--- src/hw/rtl/binary_conv3x3_line_buffer_unit_assert.svh ---
// Assertion macros shared by the convolution unit.
// Each macro takes a label, an antecedent and a consequent, clocked on clk
// and disabled while rst is high.
`ifndef BINARY_CONV3X3_LINE_BUFFER_UNIT_ASSERT_SVH
`define BINARY_CONV3X3_LINE_BUFFER_UNIT_ASSERT_SVH

// Same-cycle implication.
`define BCL_ASSERT_IMPL(name, ante, cons) \
  name: assert property (@(posedge clk) disable iff (rst) (ante) |-> (cons)) \
    else $error("assertion failed");

// Next-cycle implication.
`define BCL_ASSERT_NEXT(name, ante, cons) \
  name: assert property (@(posedge clk) disable iff (rst) (ante) |=> (cons)) \
    else $error("assertion failed");

`endif

--- src/hw/rtl/bcl_pkg.sv ---
// ----------------------------------------------------------------------------
// bcl_pkg: shared types and constants
// Register indexes, reset values, window masks, queue sizing and the command
// and status records passed between the front and back parts.
// ----------------------------------------------------------------------------
package bcl_pkg;

  localparam int CFG_IDX_W  = 2;
  localparam int CFG_DATA_W = 9;

  localparam logic [CFG_IDX_W-1:0] REG_KERNEL    = 2'd0;
  localparam logic [CFG_IDX_W-1:0] REG_THRESHOLD = 2'd1;
  localparam logic [CFG_IDX_W-1:0] REG_POLARITY  = 2'd2;

  localparam int WIN_N   = 9;
  localparam int COUNT_W = 4;

  localparam logic [WIN_N-1:0]   KERNEL_RESET    = 9'd123;
  localparam logic [COUNT_W-1:0] THRESHOLD_RESET = 4'd6;
  localparam logic               POLARITY_RESET  = 1'b1;

  // Window positions, row-major, bit 0 is top-left.
  localparam logic [WIN_N-1:0] TOP_ROW_MASK   = 9'h007;
  localparam logic [WIN_N-1:0] BOT_ROW_MASK   = 9'h1C0;
  localparam logic [WIN_N-1:0] LEFT_COL_MASK  = 9'h049;
  localparam logic [WIN_N-1:0] RIGHT_COL_MASK = 9'h124;

  localparam int QUEUE_DEPTH = 4;
  localparam int QPTR_W      = 2;
  localparam int QCNT_W      = 3;

  typedef struct packed {
    logic [WIN_N-1:0]   kernel;
    logic [COUNT_W-1:0] threshold;
    logic               polarity;
  } cfg_t;

  typedef enum logic {
    CMD_PIXEL = 1'b0,
    CMD_FLUSH = 1'b1
  } cmd_kind_t;

  typedef struct packed {
    cmd_kind_t kind;
    logic      pixel;
  } cmd_t;

  typedef struct packed {
    logic valid;
    cmd_t cmd;
  } q_head_t;

  typedef struct packed {
    logic flushing;
    logic held_valid;
  } eng_status_t;

  function automatic logic [COUNT_W-1:0] popcount9(input logic [WIN_N-1:0] v);
    logic [COUNT_W-1:0] acc;
    acc = '0;
    for (int k = 0; k < WIN_N; k++) begin
      acc = acc + COUNT_W'(v[k]);
    end
    return acc;
  endfunction

endpackage

--- src/hw/rtl/bcl_in_if.sv ---
// ----------------------------------------------------------------------------
// bcl_in_if: pixel input channel
// Valid/ready channel carrying one pixel bit and the frame-end flag per item.
// ----------------------------------------------------------------------------
interface bcl_in_if;
  logic valid;
  logic ready;
  logic pixel;
  logic frame_end;

  modport source(output valid, output pixel, output frame_end, input ready);
  modport sink(input valid, input pixel, input frame_end, output ready);
endinterface

--- src/hw/rtl/bcl_out_if.sv ---
// ----------------------------------------------------------------------------
// bcl_out_if: result output channel
// Valid/ready channel carrying one thresholded convolution result per item.
// ----------------------------------------------------------------------------
interface bcl_out_if;
  logic       valid;
  logic       ready;
  logic       bit_out;
  logic [3:0] match_count;
  logic       last;

  modport source(output valid, output bit_out, output match_count, output last,
                 input ready);
  modport sink(input valid, input bit_out, input match_count, input last,
               output ready);
endinterface

--- src/hw/rtl/binary_conv3x3_line_buffer_unit.sv ---
// ----------------------------------------------------------------------------
// binary_conv3x3_line_buffer_unit: streaming binary 3x3 convolution
// Zero-padded XNOR-popcount convolution over a raster-order binary image with
// a thresholded one-bit result per pixel.
// ----------------------------------------------------------------------------
// Pixels enter one bit per item in raster order, and each result item is
// centered on the pixel of the same row and column, so results trail the
// input by IMG_WIDTH+1 items. Window positions outside the image count as 0;
// match_count is the number of positions where the window equals the kernel
// and bit_out compares it with the threshold (at least it when polarity is 1,
// at most it when polarity is 0). The engine takes one item per clock cycle
// while the result register drains and no flush or held result is pending.
// An item flagged frame_end starts a flush that shifts in zero padding and
// emits the pending results; the four-entry input queue keeps accepting
// items until it fills. The final result of a frame, marked last, is held
// and released when the next item reaches the engine. Configuration writes
// take effect on the next cycle and are meant for idle periods.
module binary_conv3x3_line_buffer_unit #(
  parameter int IMG_WIDTH  = 24,
  parameter int IMG_HEIGHT = 24
) (
  input  logic                           clk,
  input  logic                           rst,
  bcl_in_if.sink                         pixels,
  bcl_out_if.source                      results,
  input  logic                           cfg_we,
  input  logic [bcl_pkg::CFG_IDX_W-1:0]  cfg_index,
  input  logic [bcl_pkg::CFG_DATA_W-1:0] cfg_data
);

  `include "binary_conv3x3_line_buffer_unit_assert.svh"

  bcl_pkg::cfg_t        cfg;
  bcl_pkg::q_head_t     head;
  bcl_pkg::eng_status_t st;
  logic                 q_pop;

  // Configuration registers; writes to unused indexes are dropped.
  always_ff @(posedge clk) begin
    if (rst) begin
      cfg.kernel    <= bcl_pkg::KERNEL_RESET;
      cfg.threshold <= bcl_pkg::THRESHOLD_RESET;
      cfg.polarity  <= bcl_pkg::POLARITY_RESET;
    end else if (cfg_we) begin
      case (cfg_index)
        bcl_pkg::REG_KERNEL:    cfg.kernel    <= cfg_data;
        bcl_pkg::REG_THRESHOLD: cfg.threshold <= cfg_data[bcl_pkg::COUNT_W-1:0];
        bcl_pkg::REG_POLARITY:  cfg.polarity  <= cfg_data[0];
        default: ;
      endcase
    end
  end

  // The front queues and tags incoming items.
  bcl_front u_front (
    .clk    (clk),
    .rst    (rst),
    .pixels (pixels),
    .head   (head),
    .pop    (q_pop)
  );

  // The engine runs the line buffers, window, flush and result register.
  bcl_engine #(
    .IMG_WIDTH  (IMG_WIDTH),
    .IMG_HEIGHT (IMG_HEIGHT)
  ) u_engine (
    .clk     (clk),
    .rst     (rst),
    .cfg     (cfg),
    .head    (head),
    .pop     (q_pop),
    .results (results),
    .status  (st)
  );

  // A held final result never coexists with an active flush.
  `BCL_ASSERT_IMPL(a_held_not_flushing, st.flushing, !st.held_valid)
  // A flush only begins after the engine took a frame-ending item.
  `BCL_ASSERT_IMPL(a_flush_starts_on_frame_end, $rose(st.flushing),
                   $past(q_pop && (head.cmd.kind == bcl_pkg::CMD_FLUSH)))
  // With an item waiting and room at the output, a held result goes out next.
  `BCL_ASSERT_NEXT(a_held_released,
                   st.held_valid && head.valid && (!results.valid || results.ready),
                   results.valid && results.last)
  // The count can never exceed the window size.
  `BCL_ASSERT_IMPL(a_count_range, results.valid, results.match_count <= 4'd9)

endmodule

--- src/hw/rtl/bcl_front.sv ---
// ----------------------------------------------------------------------------
// bcl_front: input side of the convolution unit
// Accepts pixel items, tags each as a plain pixel or a frame-ending pixel,
// and keeps them in a short queue for the engine.
// ----------------------------------------------------------------------------
module bcl_front (
  input  logic             clk,
  input  logic             rst,
  bcl_in_if.sink           pixels,
  output bcl_pkg::q_head_t head,
  input  logic             pop
);

  bcl_pkg::cmd_t                  entries [bcl_pkg::QUEUE_DEPTH];
  logic [bcl_pkg::QPTR_W-1:0]     rd_ptr;
  logic [bcl_pkg::QPTR_W-1:0]     wr_ptr;
  logic [bcl_pkg::QCNT_W-1:0]     count;
  logic                           push;
  logic                           pop_ok;
  bcl_pkg::cmd_t                  incoming;

  assign pixels.ready = (count != bcl_pkg::QCNT_W'(bcl_pkg::QUEUE_DEPTH));
  assign push         = pixels.valid && pixels.ready;
  assign pop_ok       = pop && (count != '0);

  always_comb begin
    incoming.kind  = pixels.frame_end ? bcl_pkg::CMD_FLUSH : bcl_pkg::CMD_PIXEL;
    incoming.pixel = pixels.pixel;
  end

  assign head.valid = (count != '0);
  assign head.cmd   = entries[rd_ptr];

  always_ff @(posedge clk) begin
    if (push) begin
      entries[wr_ptr] <= incoming;
    end
    if (rst) begin
      rd_ptr <= '0;
      wr_ptr <= '0;
      count  <= '0;
    end else begin
      if (push) begin
        wr_ptr <= wr_ptr + bcl_pkg::QPTR_W'(1);
      end
      if (pop_ok) begin
        rd_ptr <= rd_ptr + bcl_pkg::QPTR_W'(1);
      end
      case ({push, pop_ok})
        2'b10:   count <= count + bcl_pkg::QCNT_W'(1);
        2'b01:   count <= count - bcl_pkg::QCNT_W'(1);
        default: count <= count;
      endcase
    end
  end

endmodule

--- src/hw/rtl/bcl_engine.sv ---
// ----------------------------------------------------------------------------
// bcl_engine: line buffers, window and result stage
// Shifts pixels through two line buffers and a 3x3 window, scores the
// zero-padded window against the kernel, flushes pending results at frame
// end and drives the registered result channel.
// ----------------------------------------------------------------------------
module bcl_engine #(
  parameter int IMG_WIDTH  = 24,
  parameter int IMG_HEIGHT = 24
) (
  input  logic                 clk,
  input  logic                 rst,
  input  bcl_pkg::cfg_t        cfg,
  input  bcl_pkg::q_head_t     head,
  output logic                 pop,
  bcl_out_if.source            results,
  output bcl_pkg::eng_status_t status
);

  localparam int ROW_W  = $clog2(IMG_HEIGHT);
  localparam int COL_W  = $clog2(IMG_WIDTH);
  localparam int SEEN_W = $clog2(IMG_WIDTH + 2);

  localparam logic [ROW_W-1:0]  LAST_ROW  = ROW_W'(IMG_HEIGHT - 1);
  localparam logic [COL_W-1:0]  LAST_COL  = COL_W'(IMG_WIDTH - 1);
  localparam logic [SEEN_W-1:0] SEEN_FULL = SEEN_W'(IMG_WIDTH + 1);
  localparam logic [SEEN_W-1:0] ONE_LEFT  = SEEN_W'(1);

  typedef enum logic {
    ST_RUN   = 1'b0,
    ST_FLUSH = 1'b1
  } state_t;

  state_t                       state;
  logic [IMG_WIDTH-1:0]         upper_line;
  logic [IMG_WIDTH-1:0]         middle_line;
  logic [bcl_pkg::WIN_N-1:0]    window_regs;
  logic [ROW_W-1:0]             out_row;
  logic [COL_W-1:0]             out_col;
  logic [SEEN_W-1:0]            pixels_seen;
  logic [SEEN_W-1:0]            flush_left;
  logic                         held_valid;
  logic                         held_bit;
  logic [bcl_pkg::COUNT_W-1:0]  held_count;

  logic                         out_valid;
  logic                         out_bit;
  logic [bcl_pkg::COUNT_W-1:0]  out_count;
  logic                         out_last;

  logic                         can_write;
  logic                         run_held;
  logic                         run_pixel;
  logic                         flush_step;
  logic                         seen_full;
  logic                         final_step;
  logic                         emit_eval;
  logic                         shift_px;
  logic [SEEN_W-1:0]            seen_next;
  logic [bcl_pkg::WIN_N-1:0]    window_next;
  logic [bcl_pkg::WIN_N-1:0]    pad_mask;
  logic [bcl_pkg::WIN_N-1:0]    eq_bits;
  logic [bcl_pkg::COUNT_W-1:0]  eval_count;
  logic                         eval_bit;
  logic [ROW_W-1:0]             row_next;
  logic [COL_W-1:0]             col_next;

  assign can_write  = !out_valid || results.ready;
  assign run_held   = (state == ST_RUN) && head.valid && held_valid && can_write;
  assign run_pixel  = (state == ST_RUN) && head.valid && !held_valid && can_write;
  assign flush_step = (state == ST_FLUSH) && can_write;
  assign seen_full  = (pixels_seen == SEEN_FULL);
  assign final_step = flush_step && (flush_left == ONE_LEFT);
  assign emit_eval  = (run_pixel && seen_full) || (flush_step && !final_step);
  assign pop        = run_pixel;

  // Zeros are shifted in during a flush; they act as padding past the frame.
  assign shift_px  = (state == ST_RUN) ? head.cmd.pixel : 1'b0;
  assign seen_next = seen_full ? SEEN_FULL : pixels_seen + SEEN_W'(1);

  assign window_next = {shift_px, window_regs[8:7], middle_line[IMG_WIDTH-1],
                        window_regs[5:4], upper_line[IMG_WIDTH-1],
                        window_regs[2:1]};

  always_comb begin
    pad_mask = '1;
    if (out_row == '0) begin
      pad_mask = pad_mask & ~bcl_pkg::TOP_ROW_MASK;
    end
    if (out_row == LAST_ROW) begin
      pad_mask = pad_mask & ~bcl_pkg::BOT_ROW_MASK;
    end
    if (out_col == '0) begin
      pad_mask = pad_mask & ~bcl_pkg::LEFT_COL_MASK;
    end
    if (out_col == LAST_COL) begin
      pad_mask = pad_mask & ~bcl_pkg::RIGHT_COL_MASK;
    end
  end

  assign eq_bits    = ~((window_next & pad_mask) ^ cfg.kernel);
  assign eval_count = bcl_pkg::popcount9(eq_bits);
  assign eval_bit   = cfg.polarity ? (eval_count >= cfg.threshold)
                                   : (eval_count <= cfg.threshold);

  always_comb begin
    if (out_col >= LAST_COL) begin
      col_next = '0;
      row_next = (out_row >= LAST_ROW) ? '0 : out_row + ROW_W'(1);
    end else begin
      col_next = out_col + COL_W'(1);
      row_next = out_row;
    end
  end

  always_ff @(posedge clk) begin
    if (can_write) begin
      out_bit   <= run_held ? held_bit : eval_bit;
      out_count <= run_held ? held_count : eval_count;
      out_last  <= run_held;
    end
    if (final_step) begin
      held_bit   <= eval_bit;
      held_count <= eval_count;
    end
    if (rst) begin
      state       <= ST_RUN;
      upper_line  <= '0;
      middle_line <= '0;
      window_regs <= '0;
      out_row     <= '0;
      out_col     <= '0;
      pixels_seen <= '0;
      flush_left  <= '0;
      held_valid  <= 1'b0;
      out_valid   <= 1'b0;
    end else begin
      if (can_write) begin
        out_valid <= run_held || emit_eval;
      end
      if (run_held) begin
        held_valid <= 1'b0;
      end
      if (run_pixel || flush_step) begin
        upper_line  <= {upper_line[IMG_WIDTH-2:0], middle_line[IMG_WIDTH-1]};
        middle_line <= {middle_line[IMG_WIDTH-2:0], shift_px};
        window_regs <= window_next;
      end
      if (run_pixel) begin
        pixels_seen <= seen_next;
        if (seen_full) begin
          out_row <= row_next;
          out_col <= col_next;
        end
        if (head.cmd.kind == bcl_pkg::CMD_FLUSH) begin
          flush_left <= seen_next;
          state      <= ST_FLUSH;
        end
      end
      if (flush_step) begin
        if (final_step) begin
          held_valid  <= 1'b1;
          out_row     <= '0;
          out_col     <= '0;
          pixels_seen <= '0;
          flush_left  <= '0;
          state       <= ST_RUN;
        end else begin
          out_row    <= row_next;
          out_col    <= col_next;
          flush_left <= flush_left - SEEN_W'(1);
        end
      end
    end
  end

  assign results.valid       = out_valid;
  assign results.bit_out     = out_bit;
  assign results.match_count = out_count;
  assign results.last        = out_last;

  assign status.flushing   = (state == ST_FLUSH);
  assign status.held_valid = held_valid;

endmodule
--- src/flat_wrapper.sv ---
// flat-port wrapper written by rule: the top's interface ports become plain ports
module binary_conv3x3_line_buffer_unit_flat 
#(
  parameter int IMG_WIDTH  = 24,
  parameter int IMG_HEIGHT = 24
)
  (clk, rst, cfg_we, cfg_index, cfg_data, pixels_valid, pixels_pixel, pixels_frame_end, pixels_ready, results_valid, results_bit_out, results_match_count, results_last, results_ready);
  bcl_in_if pixels_i ();
  bcl_out_if results_i ();
  input  logic clk;
  input  logic rst;
  input  logic cfg_we;
  input  logic [bcl_pkg::CFG_IDX_W-1:0] cfg_index;
  input  logic [bcl_pkg::CFG_DATA_W-1:0] cfg_data;
  input wire logic [$bits(pixels_i.valid)-1:0] pixels_valid;
  input wire logic [$bits(pixels_i.pixel)-1:0] pixels_pixel;
  input wire logic [$bits(pixels_i.frame_end)-1:0] pixels_frame_end;
  output wire logic [$bits(pixels_i.ready)-1:0] pixels_ready;
  output wire logic [$bits(results_i.valid)-1:0] results_valid;
  output wire logic [$bits(results_i.bit_out)-1:0] results_bit_out;
  output wire logic [$bits(results_i.match_count)-1:0] results_match_count;
  output wire logic [$bits(results_i.last)-1:0] results_last;
  input wire logic [$bits(results_i.ready)-1:0] results_ready;
  assign pixels_i.valid = pixels_valid;
  assign pixels_i.pixel = pixels_pixel;
  assign pixels_i.frame_end = pixels_frame_end;
  assign pixels_ready = pixels_i.ready;
  assign results_valid = results_i.valid;
  assign results_bit_out = results_i.bit_out;
  assign results_match_count = results_i.match_count;
  assign results_last = results_i.last;
  assign results_i.ready = results_ready;
  binary_conv3x3_line_buffer_unit #(.IMG_WIDTH(IMG_WIDTH), .IMG_HEIGHT(IMG_HEIGHT)) u_core (.clk(clk), .rst(rst), .pixels(pixels_i), .results(results_i), .cfg_we(cfg_we), .cfg_index(cfg_index), .cfg_data(cfg_data));
endmodule
--- config.mk ---
export PLATFORM = sky130hd
export DESIGN_NAME = binary_conv3x3_line_buffer_unit_flat
export DESIGN_NICKNAME = d
export VERILOG_FILES = /design/src/hw/rtl/bcl_pkg.sv /design/src/hw/rtl/bcl_in_if.sv /design/src/hw/rtl/bcl_out_if.sv /design/src/hw/rtl/binary_conv3x3_line_buffer_unit.sv /design/src/hw/rtl/bcl_front.sv /design/src/hw/rtl/bcl_engine.sv /design/src/flat_wrapper.sv
export VERILOG_INCLUDE_DIRS = /design/src /design/src/hw/rtl
export SDC_FILE = /design/constraint.sdc
export NUM_CORES = 1
export LEC_CHECK = 0
export ABC_AREA = 1
export BUFFER_PORTS_ARGS = -buffer_cell sky130_fd_sc_hd__buf_2
export CORE_ASPECT_RATIO = 1.1
export CORE_UTILIZATION = 55
export CTS_CLUSTER_DIAMETER = 200
export DETAILED_ROUTE_END_ITERATION = 8
export PLACE_DENSITY_LB_ADDON = 0.15
export SYNTH_ARGS = -nofsm -noshare
export SYNTH_HDL_FRONTEND = slang
export SYNTH_HIERARCHICAL = 1
export SYNTH_SLANG_ARGS = --single-unit
--- constraint.sdc ---
create_clock -name clk -period 5.5 [get_ports clk]
set_input_delay 1.1 -clock clk [delete_from_list [all_inputs] [get_ports clk]]
set_output_delay 1.1 -clock clk [all_outputs]
set_load 0.01 [all_outputs]
# --- After elaboration in Yosys (flattened, before gate mapping) ---
# Memories as Yosys holds them, arrays and structs flattened. A register that Yosys moved wholly into a read port is not among the register bits.
# Index checks and enable logic that the tools add are counted.
word_totals:
  regBits: 112
  latch_bits: 0
  ramBits: 8
  mem_bits_ro: 0
  inputBits: 18
  output_inout_bits: 8
  elab_cells: 126
  mem_count: 1
op_classes:
  n_addsub: 16
  n_mul: 0
  div: 0
  magnitude_cmp: 4
  n_eq_ne: 9
  shifts: 0
  mux: 40
  bitwise_logic: 4
  reduce_logical: 31
mem_list:
  columns: ["name", "depth", "width", "rd", "rd_ports_with_merged_regs", "write_ports", "line_no", "text"]
  rows:
  - ["u_core.u_front.entries", 4, 2, 1, 1, 1, "bcl_front.sv:14", "bcl_pkg::cmd_t entries [bcl_pkg::QUEUE_DEPTH];"]
op_table:
  columns: ["cell", "n"]
  rows:
  - ["$mux W5", 19]
  - ["$add A4 B1 Y4", 5]
  - ["$mux W9", 2]
  - ["$add A5 B1 Y5 const B", 3]
  - ["$eq A5 B5 Y1 const B", 3]
  - ["$mux W1", 13]
  - ["$logic_and A1 B1 Y1", 11]
  - ["$ge A5 B5 Y1 const B", 2]
  - ["$logic_not A5 Y1", 2]
  - ["$reduce_and A2 Y1", 5]
  - ["$and A9 B9 Y9", 1]
  - ["$not A9 Y9", 1]
  - ["$xor A9 B9 Y9", 1]
  - ["$reduce_bool A2 Y1", 4]
  - ["$mux W7", 1]
  - ["$pmux W3 S2", 1]
  - ["$eq A5 B1 Y1 const B", 1]
  - ["$sub A5 B1 Y5 const B", 1]
  - ["$add A2 B1 Y2 const B", 2]
  - ["$add A3 B1 Y4", 1]
  - ["$eq A2 B1 Y1 const B", 2]
  - ["$eq A2 B2 Y1 const B", 2]
  - ["$ge A4 B4 Y1", 1]
  - ["$le A4 B4 Y1", 1]
  - ["13 further kinds", 19]

# --- Longest topological paths before layout ---
depth:
  depth_word: 19
  depth_mapped: 22

# --- By module ---
# Netlist, hierarchy kept.
modules_own_cells:
  columns: ["mod", "n_inst", "cells_each", "area_per_inst_um2"]
  rows:
  - ["bcl_engine", 1, 505, 3982.6]
  - ["bcl_front", 1, 87, 803.3]
  - ["binary_conv3x3_line_buffer_unit", 1, 77, 585.6]

# --- Least setup slack after synthesis ---
# Ideal clock, no wire load.
synth_path:
  kind: "flip-flop to flip-flop"
  from: "register u_core.u_engine.out_row[0]"
  to: "register u_core.u_engine.out_bit (netlist: u_core/u_engine/results.bit_out) (data pin)"
  setup_ns: 0.253
  t_arrival_ns: 4.237
  required_time_ns: 5.247
  setup_slack_ns: 1.011
  stages_incl_launch_ff: 22
  path_buffers: 0
  synth_period_minus_slack_ns: 4.489
  cell_sequence: "dfxtp_1 inv_1 ha_1 nand4_1 nand3_1 xor2_1 fa_1 fa_1 fa_1 fa_1 inv_1 fa_1 inv_1 ha_1 inv_1 nor2_1 o21ai_0 nand2_1 nand2_1 nand3_1 nand2_1 nand2_1"
synth_between:
  elab_chain_cells: 19
  elab_cells_between_ends: 21
synth_lines:
  columns: ["item", "line_no", "text"]
  rows:
  - ["start: declaration", "bcl_engine.sv:38", "logic [ROW_W-1:0] out_row;"]
  - ["start signal: assignment", "bcl_engine.sv:152", "out_row <= row_next;"]
  - ["start signal: assignment", "bcl_engine.sv:169", "out_row <= row_next;"]
  - ["$logic_not A5 Y1", "bcl_engine.sv:87", "if (out_row == '0) begin"]
  - ["$mux W3", "bcl_engine.sv:87", null]
  - ["$mux W9 (*)", "bcl_engine.sv:90", "if (out_row == LAST_ROW) begin"]
  - ["$mux W7", "bcl_engine.sv:93", "if (out_col == '0) begin"]
  - ["$mux W9 (*)", "bcl_engine.sv:96", "if (out_col == LAST_COL) begin"]
  - ["$and A9 B9 Y9 (*)", "bcl_engine.sv:101", "assign eq_bits = ~((window_next & pad_mask) ^ cfg.kernel);"]
  - ["$xor A9 B9 Y9 (*)", "bcl_engine.sv:101", null]
  - ["$not A9 Y9 (*)", "bcl_engine.sv:101", null]
  - ["[2 not listed]", null, null]
  - ["$add A3 B1 Y4", "bcl_pkg.sv:62", "acc = acc + COUNT_W'(v[k]);"]
  - ["$add A4 B1 Y4 (4 in series)", "bcl_pkg.sv:62", null]
  - ["$add A4 B1 Y4 (*)", "bcl_pkg.sv:62", null]
  - ["net u_core.u_engine.eval_count, one bit", "bcl_engine.sv:63", "logic [bcl_pkg::COUNT_W-1:0] eval_count;"]
  - ["$le A4 B4 Y1 or $ge A4 B4 Y1 (tied branches)", "bcl_engine.sv:104, bcl_engine.sv:103", null]
  - ["$mux W1 (*)", "bcl_engine.sv:103", "assign eval_bit = cfg.polarity ? (eval_count >= cfg.threshold)"]
  - ["net u_core.u_engine.eval_bit", "bcl_engine.sv:64", "logic eval_bit;"]
  - ["$mux W1 (*)", "bcl_engine.sv:118", "out_bit <= run_held ? held_bit : eval_bit;"]
  - ["end signal: assignment", "bcl_engine.sv:118", null]
  - ["end: declaration", "bcl_engine.sv:47", "logic out_bit;"]
# The timed path passes the listed nets; every way through them passes the cells marked *.
# A chain may end at the register's enable or synchronous reset.

# --- Worst setup path in the final report ---
# Ends and elaborated chain as after synthesis.

==> metrics <==
required time of the worst setup path=5770 ps; leakage power=2.72 nW; max-cap check violation count=0; Placement Rows=37; Worst Skew=7.12 ps; gate family responsible for the most delay along the worst path=adder cells; power share of the clock group=26.1%; total clock buffers created by CTS=17; Total Negative Setup Slacks=0 ps; sw frac=39.9%; y dimension of the die=106 um; post-detailed-route DRC marker count=0; DPL Wire Length=6890 um; total routed wirelength=10,200 um; Crit Path Category=register to register; fraction of the cycle the final worst path needs=88.4%; number of ports placed on the die boundary=26; cell count after synthesis=667; starting utilization of the core area=57.0%; total routing resource utilization after global routing=22.0%; part of the total power dissipated in combinational logic=41.6%; unrepaired setup endpoints after global routing=false; largest fanout on the critical path=4; number of global-route vias before repair=3,988; core area=0.00940 mm^2; shortest clock period the worst path allows after layout=4860 ps; part of the total power dissipated in sequential elements=32.3%; deepest level of the CTS H-tree=4; final number of max-transition violations=0; logic depth of the worst path, buffers included=21; fill cell count=836; clock latency of the later-clocked register in the worst-skew pair=510 ps; number of search-and-repair iterations in the first detailed-routing pass=4; remaining global-route overflow=0; CP Launch Type=register; number of buffers and inverters on the critical path=4; worst hold path cell count=2; wire length of the first global-routing pass=17,200 um; post-synthesis net count=710; ordered cell list for the critical path=inv_1, ha_1, nand4_1, nand3_1, xor2_1, fa_1, fa_1, fa_1, fa_1, inv_1, fa_1, inv_1, ha_1, inv_1, nor2_1, o21ai_0, nand2_1, nand2_1, nand3_1, nand2_1, nand2_1; Final GP Congestion=0.862; horizontal extent of the die=96.1 um; count of port buffers added during placement=25; outcome=completed; highest cell delay on the worst timing path=520 ps; buffer depth of the longest clock path=2; Rel. slew slack=47.2%; post-synthesis cell area=0.00536 mm^2; clock-pin slew of the registers on the worst-case setup and hold paths=60 ps; Internal=0.00235 W; number of warnings printed during yosys synthesis=6; Peak supply drop=0.000302 V; postcts setup bufs=0; Clock Root Buffer=sky130_fd_sc_hd__clkbuf_8; initial antenna violation count=0; library cell appearing most often on the critical path=sky130_fd_sc_hd__fa_1; fmax=206 MHz; maximum number of pins on one net before global-route repair=55; endpoint arrival time on the critical path=5130 ps; Routed wire per std cell=12.4 um; number of instances resized during post-cts repair=0; switching pwr=0.00156 W; detailed-route vias per instance=5.24; critical path capture point type=register; drt initial violations=194; Hold Violations, Final=0; final net count=735; mean cell area of the mapped netlist=8.03 um^2; Worst-Margin Slew=791 ps; path depth of the worst reg2reg path=21; fin area=0.00608 mm^2; antenna-violating nets left=0; power density of the placed cells=643 mW/mm^2; area post-placement=0.00552 mm^2; slowest stage cell, crit path=sky130_fd_sc_hd__fa_1; Ant. Diodes=0; clock tree from TritonCTS=yes; count of vias placed by the detailed router=4,303; Area Growth Syn to Fin=13.5%; die area=0.0101 mm^2; hold-fix buffers at CTS=0; setup violators final=0; fraction of layout instances using a drive strength above 1=12.9%; Tightest Hold Check Type=register to register; TritonCTS Sinks=115
-- layout make-up --
class	count	area, um^2	area share (%)
well taps	117	146	2.41
inverters	68	255	4.20
multi-input cells	464	2490	41.0
repair buffers	26	133	2.18
clock inverters	8	72.6	1.19
flip-flops and latches	115	2490	41.0
clock buffers	23	488	8.02
-- per-stage QoR --
step / power (W) / worst slack [ps] / util (%) / cells / hold slack [ps]
2_1_floorplan: 0.00258 / 1010 / - / 667 / 429
3_3_place_gp: 0.00280 / 884 / 58.7 / 790 / 448
3_5_place_dp: 0.00290 / 658 / 58.7 / 790 / 445
4_1_cts: 0.00394 / 658 / 64.7 / 821 / 459
5_1_grt: 0.00425 / 302 / 64.7 / 821 / 497
6_report: 0.00391 / 640 / 64.7 / 821 / 456
-- flip-flops by register name, indices dropped and copies added, names as in the netlist, named ones only --
name and flops:
u_core/u_engine/results.valid 1, u_core/u_front/entries 8, u_core/u_front/count 3, u_core/u_engine/results.last 1
u_core/u_front/wr_ptr 2, u_core/u_engine/held_valid 1, u_core/u_engine/held_bit 1, u_core/u_engine/out_row 5
u_core/u_engine/pixels_seen 5, u_core/u_engine/held_count 4, u_core/u_engine/flush_left 5, u_core/u_engine/window_regs 2
u_core/u_front/rd_ptr 2, u_core/u_engine/out_col 5, u_core/u_engine/upper_line 24, u_core/u_engine/results.bit_out 1
u_core/u_engine/results.match_count 4, u_core/u_engine/state 1, u_core/u_engine/middle_line 24, u_core/cfg 14
-- routing by layer --
metal  share of wire (%)  global-route usage (%)
met1                  46                    26.3
met2                  50                    36.3
met3                 3.0                    5.27
met4                 1.8                    10.7
met5                   0                       0
-- placed cells by master (no fill, tap or decap), drive strengths merged --
master and n:
o21ai 75, bufinv 1, clkbuf 23, a31oi 1
or2 1, edfxtp 19, and2 1, clkinvlp 2
nor3 4, a41oi 1, xor2 12, nand4 9
ha 19, xnor2 3, o22ai 4, nand3 46
nor2 159, nand3b 2, nand2 93, o21bai 1
inv 70, a21oi 26, clkinv 3, a211oi 1
dfxtp 96, buf 26, fa 6
-- final timing paths --
check             slack [ps]                               startpoint                                        end
hold / removal           460               u_core/cfg[2]$_SDFFE_PP1P_                 u_core/cfg[2]$_SDFFE_PP1P_
setup / recovery         640  u_core/u_engine/out_row[0]$_SDFFE_PP0P_  u_core/u_engine/results.bit_out$_DFFE_PN_
setup reg to reg         640  u_core/u_engine/out_row[0]$_SDFFE_PP0P_  u_core/u_engine/results.bit_out$_DFFE_PN_
hold reg to reg          460               u_core/cfg[2]$_SDFFE_PP1P_                 u_core/cfg[2]$_SDFFE_PP1P_
-- worst register-to-register path, delay by kind of cell (launching register included) --
family	cells	cell delay (ps)
fa+ha+maj	7	2880
simple gates	8	670
flops	1	370
buf+inv	4	300
compound gates	1	230
xor+xnor	1	170
-- power groups by stage --
| stage | Clock [W] | Sequential [W] | Combinational, W |
|---|---|---|---|
| after global routing | 0.00108 | 0.00129 | 0.00188 |
| after floorplan | 0 | 0.00126 | 0.00132 |
| final | 0.00102 | 0.00126 | 0.00163 |
| after global placement | 0 | 0.00127 | 0.00154 |
| after detailed placement | 0 | 0.00128 | 0.00163 |
| after CTS | 0.00104 | 0.00126 | 0.00164 |
Power figures use the tool's default switching activity.
